==> src/frlw_pkg.sv <==
// Shared types, codes and the CRC-16 byte update for the frame receiver and link watchdog.
`timescale 1ns / 1ps
`default_nettype none

package frlw_pkg;

    localparam logic [15:0] CRC_INIT = 16'hFFFF;
    localparam logic [15:0] CRC_POLY = 16'h1021;

    localparam int CFG_INDEX_W = 3;
    localparam int CFG_DATA_W  = 16;

    localparam logic [CFG_INDEX_W-1:0] CFG_START_BYTE       = 3'd0;
    localparam logic [CFG_INDEX_W-1:0] CFG_CONTROL_COMMAND  = 3'd1;
    localparam logic [CFG_INDEX_W-1:0] CFG_TIMEOUT_OK       = 3'd2;
    localparam logic [CFG_INDEX_W-1:0] CFG_TIMEOUT_DEGRADED = 3'd3;
    localparam logic [CFG_INDEX_W-1:0] CFG_TIMEOUT_LOST     = 3'd4;

    localparam logic [7:0]  START_BYTE_RST       = 8'd250;
    localparam logic [7:0]  CONTROL_COMMAND_RST  = 8'd0;
    localparam logic [15:0] TIMEOUT_OK_RST       = 16'd200;
    localparam logic [15:0] TIMEOUT_DEGRADED_RST = 16'd500;
    localparam logic [15:0] TIMEOUT_LOST_RST     = 16'd1000;

    typedef enum logic [2:0] {
        LINK_INIT      = 3'd0,
        LINK_OK        = 3'd1,
        LINK_DEGRADED  = 3'd2,
        LINK_LOST      = 3'd3,
        LINK_EMERGENCY = 3'd4
    } link_mode_t;

    typedef enum logic [2:0] {
        EV_NONE  = 3'd0,
        EV_ACK   = 3'd1,
        EV_OTHER = 3'd2,
        EV_CRC   = 3'd3,
        EV_ABORT = 3'd4
    } frame_event_t;

    typedef struct packed {
        logic [7:0]  start_byte;
        logic [7:0]  control_command;
        logic [15:0] timeout_ok;
        logic [15:0] timeout_degraded;
        logic [15:0] timeout_lost;
    } cfg_regs_t;

    typedef struct packed {
        frame_event_t evt;
        logic         ack;
    } dfr_status_t;

    // MSB-first CRC-16, one byte
    function automatic logic [15:0] crc16_byte(input logic [15:0] crc_in, input logic [7:0] b);
        logic [15:0] c;
        c = crc_in ^ {b, 8'h00};
        for (int j = 0; j < 8; j++)
        begin
            if (c[15])
                c = {c[14:0], 1'b0} ^ CRC_POLY;
            else
                c = {c[14:0], 1'b0};
        end
        return c;
    endfunction

endpackage

`default_nettype wire

==> src/frlw_deframer.sv <==
// Byte deframer: start, length, command, payload and CRC-16 check.
`timescale 1ns / 1ps
`default_nettype none

module frlw_deframer import frlw_pkg::*; #(
    parameter int MAX_FRAME = 64
) (
    input  wire logic        clk,
    input  wire logic        rst_n,
    input  wire logic        en,
    input  wire logic [7:0]  byte_value,
    input  wire cfg_regs_t   cfg,
    output dfr_status_t      status
);

    localparam logic [7:0] MaxFrameB = 8'(MAX_FRAME);
    localparam logic [8:0] MaxFrameW = 9'(MAX_FRAME);

    logic        active_reg, active_next;
    logic [7:0]  count_reg, count_next;
    logic [7:0]  length_reg, length_next;
    logic [7:0]  command_reg, command_next;
    logic [15:0] crc_reg, crc_next;
    logic [15:0] recent_reg, recent_next;

    logic [7:0]  cnt1;
    logic [15:0] recent_shift;
    logic [7:0]  len_eff;
    logic [7:0]  cmd_eff;
    logic [8:0]  crc_end;
    logic [8:0]  frame_end;

    assign cnt1         = count_reg + 8'd1;
    assign recent_shift = {byte_value, recent_reg[15:8]};
    assign len_eff      = (cnt1 == 8'd2) ? byte_value : length_reg;
    assign cmd_eff      = (cnt1 == 8'd3) ? byte_value : command_reg;
    assign crc_end      = {1'b0, len_eff} + 9'd3;
    assign frame_end    = {1'b0, len_eff} + 9'd5;

    always_comb
    begin
        active_next  = active_reg;
        count_next   = count_reg;
        length_next  = length_reg;
        command_next = command_reg;
        crc_next     = crc_reg;
        recent_next  = recent_reg;
        status.evt   = EV_NONE;
        status.ack   = 1'b0;

        priority if (!active_reg)
        begin
            if (byte_value == cfg.start_byte)
            begin
                active_next = 1'b1;
                count_next  = 8'd1;
                crc_next    = crc16_byte(CRC_INIT, byte_value);
                recent_next = recent_shift;
            end
        end
        else if (count_reg >= MaxFrameB)
        begin
            // overflow: byte dropped
            active_next = 1'b0;
            count_next  = 8'd0;
            status.evt  = EV_ABORT;
        end
        else if ((cnt1 == 8'd2) && (({1'b0, byte_value} + 9'd5) > MaxFrameW))
        begin
            length_next = byte_value;
            recent_next = recent_shift;
            active_next = 1'b0;
            count_next  = 8'd0;
            status.evt  = EV_ABORT;
        end
        else
        begin
            count_next   = cnt1;
            recent_next  = recent_shift;
            length_next  = len_eff;
            command_next = cmd_eff;
            if ({1'b0, cnt1} <= crc_end)
                crc_next = crc16_byte(crc_reg, byte_value);
            if ({1'b0, cnt1} >= frame_end)
            begin
                active_next = 1'b0;
                count_next  = 8'd0;
                if (recent_shift != crc_next)
                    status.evt = EV_CRC;
                else if (cmd_eff == cfg.control_command)
                begin
                    status.evt = EV_ACK;
                    status.ack = en;
                end
                else
                    status.evt = EV_OTHER;
            end
        end
    end

    always_ff @(posedge clk or negedge rst_n)
    begin
        if (!rst_n)
        begin
            active_reg  <= 1'b0;
            count_reg   <= 8'd0;
            length_reg  <= 8'd0;
            command_reg <= 8'd0;
            crc_reg     <= CRC_INIT;
            recent_reg  <= 16'd0;
        end
        else if (en)
        begin
            active_reg  <= active_next;
            count_reg   <= count_next;
            length_reg  <= length_next;
            command_reg <= command_next;
            crc_reg     <= crc_next;
            recent_reg  <= recent_next;
        end
    end

endmodule

`default_nettype wire

==> src/frlw_watchdog.sv <==
// Link watchdog: acknowledge time and the INIT/OK/DEGRADED/LOST/EMERGENCY state machine.
`timescale 1ns / 1ps
`default_nettype none

module frlw_watchdog import frlw_pkg::*; (
    input  wire logic        clk,
    input  wire logic        rst_n,
    input  wire logic        en,
    input  wire logic        tick,
    input  wire logic        ack,
    input  wire logic [31:0] now_ms,
    input  wire cfg_regs_t   cfg,
    output link_mode_t       link_state,
    output logic             drive_off
);

    link_mode_t  mode_reg, mode_next;
    logic [31:0] ack_time_reg;
    logic [31:0] elapsed;

    // wraps modulo 2^32
    assign elapsed = now_ms - ack_time_reg;

    always_comb
    begin
        mode_next = mode_reg;
        drive_off = 1'b0;
        if (tick)
        begin
            unique case (mode_reg)
                LINK_OK:
                    if (elapsed > {16'd0, cfg.timeout_ok})
                        mode_next = LINK_DEGRADED;
                LINK_DEGRADED:
                    if (elapsed > {16'd0, cfg.timeout_degraded})
                        mode_next = LINK_LOST;
                LINK_LOST:
                    if (elapsed > {16'd0, cfg.timeout_lost})
                    begin
                        mode_next = LINK_EMERGENCY;
                        drive_off = 1'b1;
                    end
                default:
                    mode_next = mode_reg;
            endcase
        end
        else if (ack && (mode_reg != LINK_EMERGENCY))
            mode_next = LINK_OK;
    end

    assign link_state = mode_next;

    always_ff @(posedge clk or negedge rst_n)
    begin
        if (!rst_n)
        begin
            mode_reg     <= LINK_INIT;
            ack_time_reg <= 32'd0;
        end
        else if (en)
        begin
            mode_reg <= mode_next;
            if (ack)
                ack_time_reg <= now_ms;
        end
    end

endmodule

`default_nettype wire

==> src/frame_receiver_link_watchdog_core.sv <==
// Top level: input register, deframer, watchdog, output register and configuration registers.
//
// Usage:
//   s_axis carries one item per transfer: tuser is the kind (0 received byte,
//   1 watchdog tick), tdata holds the byte and the 32-bit millisecond time.
//   m_axis returns exactly one result per input item, in order: link state
//   after the item, frame event and the drive-off flag.
//   cfg_* writes one configuration register per transfer; cfg_ready is
//   always high. Write only while no item is in flight.
// Data path and throughput:
//   The input register takes the item at the transfer edge; one pass through
//   the deframer and watchdog then loads the output register. One item per
//   cycle is sustained while the output is not stalled; the per-item frame and
//   link state is updated in that pass.
// Reset (rst_n low, asynchronous) empties both registers, clears the frame
//   state, sets the link to INIT and loads the default configuration.
// Stalls: when m_axis_tready is low the output register holds; one more item
//   waits in the input register, after which s_axis_tready drops.
`timescale 1ns / 1ps
`default_nettype none

module frame_receiver_link_watchdog_core import frlw_pkg::*; #(
    parameter int MAX_FRAME = 64
) (
    input  wire logic                   clk,
    input  wire logic                   rst_n,
    input  wire logic                   s_axis_tvalid,
    output logic                        s_axis_tready,
    input  wire logic [39:0]            s_axis_tdata,  // byte_value[7:0], now_ms[39:8]
    input  wire logic                   s_axis_tuser,  // action
    output logic                        m_axis_tvalid,
    input  wire logic                   m_axis_tready,
    output logic [7:0]                  m_axis_tdata,  // link_state[2:0], frame_event[5:3],
                                                       // drive_off[6], zero[7]
    input  wire logic                   cfg_valid,
    output logic                        cfg_ready,
    input  wire logic [CFG_INDEX_W-1:0] cfg_index,
    input  wire logic [CFG_DATA_W-1:0]  cfg_data
);

    cfg_regs_t   cfg_reg;

    logic        in_valid_reg;
    logic        in_action_reg;
    logic [7:0]  in_byte_reg;
    logic [31:0] in_now_reg;

    logic        out_valid_reg;
    logic [7:0]  out_data_reg;

    logic        proc_fire;
    dfr_status_t dfr_status;
    link_mode_t  link_state;
    logic        drive_off;
    frame_event_t result_evt;

    assign proc_fire     = in_valid_reg && (!out_valid_reg || m_axis_tready);
    assign s_axis_tready = !in_valid_reg || proc_fire;
    assign cfg_ready     = 1'b1;
    assign m_axis_tvalid = out_valid_reg;
    assign m_axis_tdata  = out_data_reg;

    always_ff @(posedge clk or negedge rst_n)
    begin
        if (!rst_n)
        begin
            cfg_reg.start_byte       <= START_BYTE_RST;
            cfg_reg.control_command  <= CONTROL_COMMAND_RST;
            cfg_reg.timeout_ok       <= TIMEOUT_OK_RST;
            cfg_reg.timeout_degraded <= TIMEOUT_DEGRADED_RST;
            cfg_reg.timeout_lost     <= TIMEOUT_LOST_RST;
        end
        else if (cfg_valid && cfg_ready)
        begin
            unique case (cfg_index)
                CFG_START_BYTE:       cfg_reg.start_byte       <= cfg_data[7:0];
                CFG_CONTROL_COMMAND:  cfg_reg.control_command  <= cfg_data[7:0];
                CFG_TIMEOUT_OK:       cfg_reg.timeout_ok       <= cfg_data;
                CFG_TIMEOUT_DEGRADED: cfg_reg.timeout_degraded <= cfg_data;
                CFG_TIMEOUT_LOST:     cfg_reg.timeout_lost     <= cfg_data;
                default:              ;
            endcase
        end
    end

    // input register
    always_ff @(posedge clk or negedge rst_n)
    begin
        if (!rst_n)
            in_valid_reg <= 1'b0;
        else if (s_axis_tready)
            in_valid_reg <= s_axis_tvalid;
    end

    always_ff @(posedge clk)
    begin
        if (s_axis_tvalid && s_axis_tready)
        begin
            in_action_reg <= s_axis_tuser;
            in_byte_reg   <= s_axis_tdata[7:0];
            in_now_reg    <= s_axis_tdata[39:8];
        end
    end

    frlw_deframer #(
        .MAX_FRAME (MAX_FRAME)
    ) u_deframer (
        .clk        (clk),
        .rst_n      (rst_n),
        .en         (proc_fire && !in_action_reg),
        .byte_value (in_byte_reg),
        .cfg        (cfg_reg),
        .status     (dfr_status)
    );

    frlw_watchdog u_watchdog (
        .clk        (clk),
        .rst_n      (rst_n),
        .en         (proc_fire),
        .tick       (in_action_reg),
        .ack        (dfr_status.ack && !in_action_reg),
        .now_ms     (in_now_reg),
        .cfg        (cfg_reg),
        .link_state (link_state),
        .drive_off  (drive_off)
    );

    // a tick never carries a frame event
    assign result_evt = in_action_reg ? EV_NONE : dfr_status.evt;

    // output register
    always_ff @(posedge clk or negedge rst_n)
    begin
        if (!rst_n)
            out_valid_reg <= 1'b0;
        else if (proc_fire)
            out_valid_reg <= 1'b1;
        else if (m_axis_tready)
            out_valid_reg <= 1'b0;
    end

    always_ff @(posedge clk)
    begin
        if (proc_fire)
            out_data_reg <= {1'b0, drive_off, result_evt, link_state};
    end

`ifndef SYNTH
    a_drive_off_means_emergency: assert property (@(posedge clk) disable iff (!rst_n)
        out_valid_reg && out_data_reg[6] |-> out_data_reg[2:0] == LINK_EMERGENCY)
        else $error("drive_off without EMERGENCY");

    a_no_event_with_drive_off: assert property (@(posedge clk) disable iff (!rst_n)
        out_valid_reg && out_data_reg[6] |-> out_data_reg[5:3] == EV_NONE)
        else $error("frame event reported on a tick result");

    a_input_held_until_processed: assert property (@(posedge clk) disable iff (!rst_n)
        in_valid_reg && !proc_fire |=> in_valid_reg && $stable(in_now_reg)
            && $stable(in_byte_reg) && $stable(in_action_reg))
        else $error("pending input item overwritten");

    a_result_not_lost: assert property (@(posedge clk) disable iff (!rst_n)
        out_valid_reg && !m_axis_tready |=> out_valid_reg && $stable(out_data_reg))
        else $error("stalled result dropped or changed");
`endif

endmodule

`default_nettype wire
==> config.mk <==
export PLATFORM = sky130hd
export DESIGN_NAME = frame_receiver_link_watchdog_core
export DESIGN_NICKNAME = d
export VERILOG_FILES = /design/src/frlw_pkg.sv /design/src/frlw_deframer.sv /design/src/frlw_watchdog.sv /design/src/frame_receiver_link_watchdog_core.sv
export SDC_FILE = /design/constraint.sdc
export NUM_CORES = 1
export LEC_CHECK = 0
export ABC_AREA = 1
export BUFFER_PORTS_ARGS = -buffer_cell sky130_fd_sc_hd__clkbuf_2
export CAP_MARGIN = 20
export CORE_AREA = 2 2 197 199
export DETAILED_ROUTE_END_ITERATION = 6
export DIE_AREA = 0 0 199 201
export PLACE_DENSITY = 0.46
export SETUP_SLACK_MARGIN = 0.3
export SKIP_LAST_GASP = 1
export SYNTH_ARGS = -nofsm -noshare
export SYNTH_HDL_FRONTEND = slang
export SYNTH_SLANG_ARGS = --single-unit
==> constraint.sdc <==
create_clock -name clk -period 6.41 [get_ports clk]
set_input_delay 0.9615 -clock clk [delete_from_list [all_inputs] [get_ports clk]]
set_output_delay 0.9615 -clock clk [all_outputs]
set_load 0.02 [all_outputs]
## After elaboration in Yosys (flattened, before gate mapping)

Index checks and enable logic that the tools add are counted.

- Register bits after elaboration: 206
- Input bits: 65
- Output and inout bits: 11

- Add/subtract/negate cells: 5
- Magnitude comparators: 7
- Equal/unequal tests: 15
- Muxes and demuxes: 101
- Bitwise gates (word level): 22
- Reductions and logical operators: 28

Operators by type and width:

| operator | number |
|---|---|
| $mux 16 | 53 |
| $mux 13 | 16 |
| $gt 32x16->1 | 3 |
| $mux 8 | 8 |
| $not 3->3 | 16 |
| $sub 32x32->32 | 1 |
| $mux 3 | 8 |
| $add 8x3->9 const B | 2 |
| $eq 8x2->1 const B | 2 |
| $eq 8x8->1 | 2 |
| $ne 16x16->1 | 1 |
| $not 16->16 | 1 |
| $reduce_and 2->1 | 8 |
| $xor 16x16->16 | 1 |
| $mux 1 | 13 |
| $eq 3x2->1 const B | 4 |
| $add 8x2->9 const B | 1 |
| $ge 8x9->1 | 1 |
| $gt 9x7->1 const B | 1 |
| $le 8x9->1 | 1 |
| $pmux 3 s3 | 1 |
| $add 8x1->8 const B | 1 |
| $ge 8x7->1 const B | 1 |
| $reduce_and 4->1 | 2 |
| 15 further kinds | 30 |

## Depth between registers and ports, before layout

Gate-level depths: netlist of the first run.

- Depth in word-level cells: 61
- Gate-level depth with buffers: 38
- Mapped depth without buffers: 36

## By module

From an unflattened synthesis of the first run, not the netlist that was laid out.

- Cell total of the unflattened synthesis: 1,871
- Area total of the unflattened synthesis: 13,694.4 um2

By module, submodules not included:

| module | times used | cells each | area an instance (um2) |
|---|---|---|---|
| frlw_watchdog | 1 | 909 | 5,317.6 |
| frlw_deframer | 1 | 604 | 4,219.0 |
| frame_receiver_link_watchdog_core | 1 | 358 | 4,157.7 |

## Worst setup path after synthesis of the first run

No wires, ideal clock.

- Path kind: register to register
- Start point: register u_deframer.count_reg[0]
- End point: register u_watchdog.ack_time_reg[30]
- Library setup time: 0.119 ns
- Arrival time: 4.887 ns
- Required time: 6.291 ns
- Path slack: 1.404 ns
- Cell stages (with the launch flop): 36
- Clock period less this slack: 5.006 ns
- Path through: dfrtp_1 > ha_1 > nand3_2 > o21bai_1 > nand2_1 > nor2_4 > nand3_4 > buf_6 > o21ai_0 > inv_1 > ha_1 > nand3b_4 > nor2_4 > xnor2_1 > ha_1 > nand2_1 > nor4_1 > nor2_1 > o21ai_0 > a21oi_1 > nor2_1 > clkbuf_1 > buf_2 > nand3_1 > nand2_1 > inv_2 > nand2_1 > nand3_1 > nor2_1 > nand2_1 > nor2_2 > nand3_2 > buf_6 > buf_6 > nor2_2 > a21oi_2

- Word-level cells in the longest chain between the ends: 17
- Elaborated cells on any way between the ends: 25
- Classes of those cells: add/sub: 3; order compare: 3; eq/ne: 4; mux: 12; reduce/logical: 3

RTL lines:

| what | RTL line | text |
|---|---|---|
| start: declaration | frlw_deframer.sv:20 | `logic [7:0] count_reg, count_next;` |
| start signal: assignment | frlw_deframer.sv:115 | `count_reg <= count_next;` |
| $add 8x1->8 | frlw_deframer.sv:33 | `assign cnt1 = count_reg + 8'd1;` |
| $eq 8x2->1 | frlw_deframer.sv:35, frlw_deframer.sv:68 |  |
| $mux 8 | frlw_deframer.sv:35 | `assign len_eff = (cnt1 == 8'd2) ? byte_value : length_reg;` |
| $add 8x2->9 | frlw_deframer.sv:37 | `assign crc_end = {1'b0, len_eff} + 9'd3;` |
| $le 8x9->1 | frlw_deframer.sv:82 | `if ({1'b0, cnt1} <= crc_end)` |
| $mux 16 | frlw_deframer.sv:82 |  |
| $mux 16 | frlw_deframer.sv:68 | `else if ((cnt1 == 8'd2) && (({1'b0, byte_value} + 9'd5) > MaxFrameW))` |
| $mux 16 | frlw_deframer.sv:61 | `else if (count_reg >= MaxFrameB)` |
| $mux 16 | frlw_deframer.sv:51 | `priority if (!active_reg)` |
| $ne 16x16->1 | frlw_deframer.sv:88 | `if (recent_shift != crc_next)` |
| $mux 1 | frlw_deframer.sv:88 |  |
| $mux 4 | frlw_deframer.sv:84 | `if ({1'b0, cnt1} >= frame_end)` |
| $mux 1 | frlw_deframer.sv:68 |  |
| $mux 1 * | frlw_deframer.sv:61 |  |
| $mux 1 * | frlw_deframer.sv:51 |  |
| $logic_and 1x1->1 * | frame_receiver_link_watchdog_core.sv:121 | `.ack (dfr_status.ack && !in_action_reg),` |
| $reduce_and 2->1 (no line) * | - |  |
| end signal: assignment | frlw_watchdog.sv:64 | `ack_time_reg <= now_ms;` |
| end: declaration | frlw_watchdog.sv:18 | `logic [31:0] ack_time_reg;` |

Every way passes the cells marked *; elsewhere a longest branch is shown, timed or not. The select of a mux whose other input is x is not followed.
A chain may end at the register's enable or synchronous reset.

## Worst setup path in the final report of the first run

- Start point: register u_deframer.count_reg[0]
- End point: register u_watchdog.ack_time_reg[16]

Same word-level chain as after synthesis.

==> reports/qor.yml, run 1 <==
yosys-top-cells-area: "dfrtp_1 22%, edfxtp_1 11%, nand2_1 10%"
clock_latency_ps: 460
gr-usage-all-layers_pct: 18.1
fin_setup_tns_ps: 0
cts_sinks: 198
largest_reg_flops: 64
drt_pass1_iterations: 5
skew_ps: 14.6
io_pins: 76
start_kind: "flop"
grt_pass1_vias: 10500
area_growth_pct: 11.3
synth_cells: 1619
antenna_found_initial: 0
mostFrequentLayoutCells: "353 x nand2_1, 246 x inv_1, 138 x o21ai_0, 113 x dfrtp_1, 111 x nor2_1"
worst_slack_ps: 770
slew_viol_final: 0
crit_path_top_delay_cell: "dfrtp_1"
fin_crit_sh_pct: 88.0
drive_gt1_share_pct: 14.6
critPathMaxStageDelay_ps: 440
cp_max_fo: 34
fp-row-count: 72
slew_headroom_pct: 33.0
synth-seq-cells: 198
post_cts_resized: 0
port_buffers: 73
postPlaceCellArea_mm2: 0.0140
ys_seq_area_share_pct: 39.9
status: "finished clean"
drt_iter0_markers: 699
timing.fmax_mhz: 177
synth_fp_nets: 1784
hold_ws_ps: 486
final_common_cell: "nand2_1"
leakage_nw: 7.14
rr_startpoint: "u_deframer.count_reg[0]"
drc: 0
power_mw: 5.13
rsz0062_at_grt: "false"
arrival_ps: 5950
period_needed_ps: 5640
finalInstanceArea_mm2: 0.0146
routed_wl_um: 34500
hold_violations: 0
via_count: 10500
synth_cell_types: 53
path_delay_family: "simple AND/OR/NAND/NOR gates"
crit_buf_inv: 3
synth_flop_cell: "dfrtp_1"
ant_nets: 0
worst_slew_pin_slew_ps: 1010
hold_end: "cfg_reg[47]"
grt_max_degree: 102
synth_edf_count: 48
holdBufCountCts: 0
cts_tree: "done"
cts_root_buf: "clkbuf_16"
wl_per_cell_um: 15.6
worstHoldStart: "cfg_reg[47]"
yosys_warnings: 0
netlist_area_mm2: 0.0131
worst-path-stages: 33
die_height_um: 201
clkSlewWorstSetupHoldPaths_ps: 80
cts_setup_buffers: 0
h-tree-depth: 4
antenna_cells: 0
reg2regPathDepth: 33
synth_top_cell_by_area: "dfrtp_1"
netlist.area_leader.share_pct: 21.5
critPathKind: "reg -> reg"
final_nets: 1848
cp_common_cell: "nand2_1"
gp_congestion: 0.883
avgSynthCellArea_um2: 8.12
ir_drop_mv: 0.261
hp-class: "reg -> reg"
r2r_slack_ps: 770
cts_buffer_depth: 2
grt_pass1_wl_um: 56400
end_kind: "flop"
die_x_um: 199
whs_path_depth: 2
p_per_area_mw_per_mm2: 350
gr-total-overflow: 0
drv_cap: 0
place_hpwl_um: 26500
start_util_pct: 34.5
synth-async-reset-ratio_pct: 75.8
vias_per_cell: 4.75
pre_cts_slack_ps: 582
reg2reg_to: "u_watchdog.ack_time_reg[16]"
die_area_mm2: 0.0400
cts_buffers: 17
worstPathRequired_ps: 6720
core-area_mm2: 0.0381
setup_viol: 0
[power by group]
part           internal (mW)  switching [mW]  total [mW]
clock network          0.588           0.540        1.13
registers               1.57           0.187        1.75
logic                  0.820            1.42        2.24
total                   2.98            2.15        5.13
[metal layers]
layer	wire [um]	GRT usage, %	vias to the layer above
met5	0	0	-
met4	976	6.72	0
met3	1130	3.21	47
met2	16500	30.2	178
met1	15900	23.5	4879
li1	-	-	5420
[worst reg2reg max path: cells and delay by family, from the launching register on]
family | cells | cell delay (ps)
compound gates | 6 | 880
xor+xnor | 1 | 130
fa+ha+maj | 3 | 770
buf+inv | 3 | 700
flops | 1 | 440
simple gates | 20 | 2600
[per-stage QoR]
stage          cells  utilization, %
2_1_floorplan   1619               -
3_3_place_gp    2181            36.8
3_5_place_dp    2182            36.8
5_1_grt         2214            38.4
4_1_cts         2214            38.4
6_report        2214            38.4
[Yosys cell counts (all sizes together) (3+ instances only)]
library cell,n
dfstp,37
o21ai,144
edfxtp,48
a21oi,102
mux2,8
nand4,29
nor3,5
ha,99
nor4,7
clkbuf,29
nand2,364
a21boi,5
dfrtp,113
o221ai,6
xor2,39
inv,251
nand3b,9
o21bai,8
a22oi,4
nand3,97
a31oi,3
o211ai,4
a211oi,3
a21o,5
xnor2,36
nor2,136
buf,13
o22ai,3
[worst max path at each step]
stage	from	to
floorplan	u_deframer.count_reg[0]	u_watchdog.ack_time_reg[30]
global placement	u_deframer.count_reg[0]	u_watchdog.ack_time_reg[15]
detailed placement	u_deframer.count_reg[0]	u_watchdog.ack_time_reg[31]
CTS	u_deframer.count_reg[0]	u_watchdog.ack_time_reg[16]
global route	u_deframer.count_reg[0]	u_watchdog.ack_time_reg[15]
finish	u_deframer.count_reg[0]	u_watchdog.ack_time_reg[16]
[cells by family after synthesis]
group / after synthesis / synth area share, %
other: 2 / 0.0571
multiplexers: 8 / 0.685
AND/OR/NAND/NOR: 647 / 22.5
XOR/XNOR: 75 / 5.06
buffers and inverters: 293 / 9.09
flip-flops: 198 / 39.9
adder cells (fa/ha/maj): 100 / 9.58
AO/OA/AOI/OAI: 296 / 13.2
[area by class of cell]
type / count / area (um^2)
fillers: 3953 / 23500
multi-input cells: 1128 / 6720
flip-flops and latches: 198 / 5240
inverters: 251 / 942
well taps: 518 / 648
repair buffers: 87 / 484
clock buffers: 18 / 429
clock inverters: 14 / 164
No activity file was read; power rests on OpenSTA's default activity.
==> run 2, diff against run 1 <==
GPL_TIMING_DRIVEN = 0   (was unset)
==> reports/qor.yml, run 2 (synthesis results as in run 1) <==
drv_cap: 0  # unchanged
cp-startpoint: "u_deframer.count_reg[1]"
final_nets: 1881  # +1.8%
start_util_pct: 34.5  # unchanged
grt_pass1_wl_um: 58000  # +2.9%
seqCellArea_mm2: 0.00524  # about the same
antenna_cells: 0  # unchanged
setup_viol: 0  # unchanged
port_buffers: 73  # unchanged
slew_viol_final: 0  # unchanged
cts_buffer_depth: 2  # unchanged
drt_pass1_iterations: 7  # +2
clkSlewWorstSetupHoldPaths_ps: 80  # about the same
drive_gt1_share_pct: 14.7  # +0.13 points
h-tree-depth: 4  # unchanged
r2r_slack_ps: 890  # +120 ps
p_per_area_mw_per_mm2: 354  # +1.1%
fin_setup_tns_ps: 0  # unchanged
fp-row-count: 72  # unchanged
crit_path_top_delay_cell: "dfrtp_1"
critPathMaxStageDelay_ps: 410  # -30 ps
multi_input_area_mm2: 0.00672  # unchanged
worst_slew_pin_slew_ps: 776  # -230 ps
antenna_found_initial: 0  # unchanged
critPathKind: "reg -> reg"
wl_per_cell_um: 16.0  # +2.7%
rsz0062_at_grt: "false"
core-area_mm2: 0.0381  # unchanged
cts_tree: "done"
start_kind: "flop"
ir_drop_mv: 0.184  # -30%
grt_max_degree: 81  # -21%
routed_wl_um: 36000  # +4.2%
die_height_um: 201  # unchanged
end_kind: "flop"
drt_iter0_markers: 607  # -13%
violations: "design-rule violations"
place_hpwl_um: 27900  # +5.0%
clock_latency_ps: 480  # +20 ps
crit_end: "u_watchdog.ack_time_reg[30]"
reg2reg_to: "u_watchdog.ack_time_reg[30]"
mostFrequentLayoutCells: "352 x nand2_1, 246 x inv_1, 138 x o21ai_0, 112 x dfrtp_1, 111 x nor2_1"
largest_reg_flops: 64  # unchanged
die_area_mm2: 0.0400  # unchanged
gp_congestion: 0.908  # +2.8%
cts_root_buf: "clkbuf_16"
reg2regPathDepth: 35  # +6.1%
grt_pass1_vias: 10600  # +1.1%
period_needed_ps: 5520  # -117 ps
power_mw: 5.27  # +2.8%
fin_crit_sh_pct: 86.2  # -1.8 points
ant_nets: 0  # unchanged
cts_sinks: 198  # unchanged
io_pins: 76  # unchanged
rr_startpoint: "u_deframer.count_reg[1]"
final_common_cell: "nand2_1"
cts_buffers: 17  # unchanged
via_count: 10700  # +1.6%
area_growth_pct: 13.2
skew_ps: 15.3  # +0.703 ps
slew_headroom_pct: 48.1  # +15 points
status: "finished with violations"
arrival_ps: 5880  # -70 ps
hp-class: "in -> async"
gr-total-overflow: 0  # unchanged
fill_cells: 3944  # -0.23%
hold_violations: 0  # unchanged
cp_max_fo: 10  # -71%
worstPathRequired_ps: 6770  # +50 ps
die_x_um: 199  # unchanged
gr-usage-all-layers_pct: 18.9  # +0.74 points
leakage_nw: 7.25  # +1.5%
drc: 4  # +4
vias_per_cell: 4.76  # about the same
timing.fmax_mhz: 181  # +2.1%
[run 2: cell types whose count changed in the layout (fill, tap and decap cells not counted), moves of 2 or more]
cell / delta
buf_4: -7
buf_8: +2
inv_6: +2
clkinv_4: +2
clkbuf_1: +28
clkinvlp_4: -2
inv_8: -4
buf_6: +7
[run 2: metal layers]
layer	up-vias	share of wire, %	routed length (um)	GRT usage (%)
met3	25	3.2	1140	3.06
met1	5012	46	16700	24.5
met2	171	49	17700	32.4
met5	-	0	0	0
li1	5483	-	-	-
met4	0	1.2	446	5.06
[run 2: what timing repair did]
item                                   CTS  global route
gates cloned                             0             0
hold buffers                             0             0
gates resized for setup                  3            11
endpoints found under the hold margin    0             0
pin swaps                                0             2
setup endpoints to repair               36            40
buffers inserted                         0             3
[run 2: worst min path at each step]
stage                           start                 endpoint
after floorplan           cfg_reg[10]              cfg_reg[10]
after global placement           flop                     flop
after detailed placement  cfg_reg[28]              cfg_reg[28]
after CTS                 cfg_reg[28]              cfg_reg[28]
after global routing       cfg_reg[9]               cfg_reg[9]
final                           rst_n  u_deframer.count_reg[5]
[run 2: cell type report]
type / instances / area share [%]
buffer: 42 / 1.77
timing repair buffer: 78 / 2.98
tap: 518 / 4.35
inverter: 251 / 6.33
sequential: 198 / 35.2
multi-input combinational: 1128 / 45.2
clock inverter: 12 / 1.10
clock buffer: 20 / 3.08
[run 2: worst max-delay path: cells and delay by family, from the launching register on]
| family | cells | cell delay [ps] |
|---|---|---|
| buffers and inverters | 7 | 1110 |
| AOI/OAI and AO/OA | 5 | 680 |
| DFF | 1 | 410 |
| and+or+nand+nor | 19 | 2340 |
| xor gates and xnor gates | 1 | 100 |
| adders and majority gates | 3 | 740 |
[run 2: per-stage QoR]
stage	hold slack [ps]	util, %	std cells	setup WS [ps]	cell area, um^2
finish	485	39.1	2247	887	14900
global route	507	39.1	2247	342	14900
CTS	494	38.9	2244	386	14800
detailed placement	474	37.3	2212	36.3	14200
global placement	470	37.1	2210	88.6	14200
floorplan	453	-	1619	1400	13100
[run 2: power breakdown]
part / switching (mW) / internal [mW] / leakage, nW / total [mW]
clock: 0.531 / 0.644 / 0.301 / 1.17
sequential: 0.165 / 1.57 / 2.18 / 1.73
combinational: 1.49 / 0.872 / 4.76 / 2.36
==> run 3, diff against run 2 <==
BUFFER_PORTS_ARGS = unset   (was -buffer_cell sky130_fd_sc_hd__clkbuf_2)
DONT_BUFFER_PORTS = 1   (was unset)
PLACE_DENSITY = 0.45   (was 0.46)
==> reports/qor.yml, run 3 (synthesis results as in run 1) <==
grt_pass1_vias: 10300  # -2.9%
drc: 0  # -4
holdBufCountCts: 0  # unchanged
clkSlewWorstSetupHoldPaths_ps: 80  # about the same
reg2reg_to: "m_axis_tdata[1]"
grt_pass1_wl_um: 57600  # -0.75%
drv_cap: 0  # unchanged
status: "finished clean"
wl_per_cell_um: 16.4  # +2.4%
worstPathRequired_ps: 6580  # -190 ps
routed_wl_um: 35600  # -1.1%
cts_buffers: 17  # unchanged
gp_congestion: 0.876  # -3.5%
timing.fmax_mhz: 179  # -1.1%
grt_max_degree: 151  # +86%
drive_gt1_share_pct: 10.8  # -4.0 points
hold_violations: 0  # unchanged
via_count: 10400  # -2.8%
slew_headroom_pct: 49.3  # +1.2 points
cts_buffer_depth: 2  # unchanged
critPathKind: "reg -> reg"
finalInstanceArea_mm2: 0.0144  # -3.0%
rsz0062_at_grt: "false"
start_util_pct: 34.5  # unchanged
die_height_um: 201  # unchanged
core-area_mm2: 0.0381  # unchanged
p_per_area_mw_per_mm2: 358  # +1.1%
reg2regPathDepth: 35  # unchanged
cts_tree: "done"
end_kind: "flop"
cp_common_cell: "nand2_1"
critPathMaxStageDelay_ps: 440  # +30 ps
dp_cells: 2138  # -3.3%
final_common_cell: "nand2_1"
skew_ps: 13.8  # -1.49 ps
crit_buf_inv: 7  # unchanged
gr-total-overflow: 0  # unchanged
leakage_nw: 6.90  # -4.8%
crit_path_top_delay_cell: "dfrtp_2"
antenna_found_initial: 0  # unchanged
ant_nets: 0  # unchanged
h-tree-depth: 4  # unchanged
worst_slew_pin_slew_ps: 757  # -18.1 ps
arrival_ps: 5760  # -120 ps
die_x_um: 199  # unchanged
postPlaceCellArea_mm2: 0.0138  # -2.8%
path_delay_family: "simple AND/OR/NAND/NOR gates"
largest_reg_flops: 64  # unchanged
clock_latency_ps: 460  # -20 ps
r2r_slack_ps: 820  # -60 ps
ir_drop_mv: 0.202  # +10%
fp-row-count: 72  # unchanged
mostFrequentLayoutCells: "352 x nand2_1, 246 x inv_1, 138 x o21ai_0, 111 x dfrtp_1, 110 x nor2_1"
die_area_mm2: 0.0400  # unchanged
hp-class: "in -> async"
postLayoutCoreUtil_pct: 37.9  # -1.2 points
cts_root_buf: "clkbuf_16"
drt_pass1_iterations: 6  # -1
setup_viol: 0  # unchanged
place_hpwl_um: 27300  # -2.1%
io_pins: 76  # unchanged
drt_iter0_markers: 533  # -12%
cts_sinks: 198  # unchanged
fin_crit_sh_pct: 87.1  # +0.98 points
slew_viol_final: 0  # unchanged
area_growth_pct: 9.87
gr-usage-all-layers_pct: 18.7  # -0.16 points
fin_cells: 2171  # -3.4%
antenna_cells: 0  # unchanged
worst-path-stages: 35  # unchanged
port_buffers: 0  # -100%
rr_startpoint: "u_deframer.count_reg[0]"
vias_per_cell: 4.78  # +0.57%
cp_max_fo: 10  # unchanged
period_needed_ps: 5590  # +62.7 ps
fill_cells: 4048  # +2.6%
final_nets: 1805  # -4.0%
start_kind: "flop"
run 3: routing by layer:
layer	global-route usage, %	wire (um)	vias to the layer above
met3	3.19	868	21
met4	3.76	341	0
li1	-	-	5339
met1	24.9	17000	4910
met2	31.9	17300	118
met5	0	0	-
run 3: repair_timing:
item,in CTS,in global routing
buffers inserted,0,1
setup endpoints to repair,38,40
gates resized for setup,3,12
hold endpoints to repair,0,0
pin swaps,0,2
run 3: area by class of cell:
cell class	count	area, um^2	area share, %
well taps	518	648	4.49
flip-flops and latches	198	5240	36.3
inverters	251	942	6.52
clock inverters	12	153	1.06
clock buffers	20	437	3.02
repair buffers	2	27.5	0.191
plain buffers	42	263	1.82
multi-input cells	1128	6730	46.6
run 3: power by group:
group	switching (mW)	leakage, nW	total [mW]	internal [mW]
clock network	0.517	0.285	1.13	0.616
logic	1.45	4.43	2.30	0.846
registers	0.171	2.18	1.74	1.57
run 3: worst max-delay path by stage:
stage                                        endpoint  slack, ps                    start
after global placement                m_axis_tdata[1]        -30  u_deframer.count_reg[0]
after floorplan           u_watchdog.ack_time_reg[30]       1400  u_deframer.count_reg[0]
after global routing           u_watchdog.mode_reg[1]        300  u_deframer.count_reg[1]
after detailed placement              m_axis_tdata[1]          5  u_deframer.count_reg[0]
after CTS                             m_axis_tdata[1]        340  u_deframer.count_reg[0]
final                                 m_axis_tdata[1]        820  u_deframer.count_reg[0]
run 3: through the flow:
stage | TNS, ps | hold WS (ps) | total power [mW] | setup WS (ps)
final | 0 | 190 | 5.17 | 824
after floorplan | 0 | 453 | 3.46 | 1400
after global placement | -43.7 | 468 | 3.99 | -32.3
after detailed placement | 0 | 473 | 4.01 | 4.76
after CTS | 0 | 165 | 5.19 | 335
after global routing | 0 | 157 | 5.64 | 299
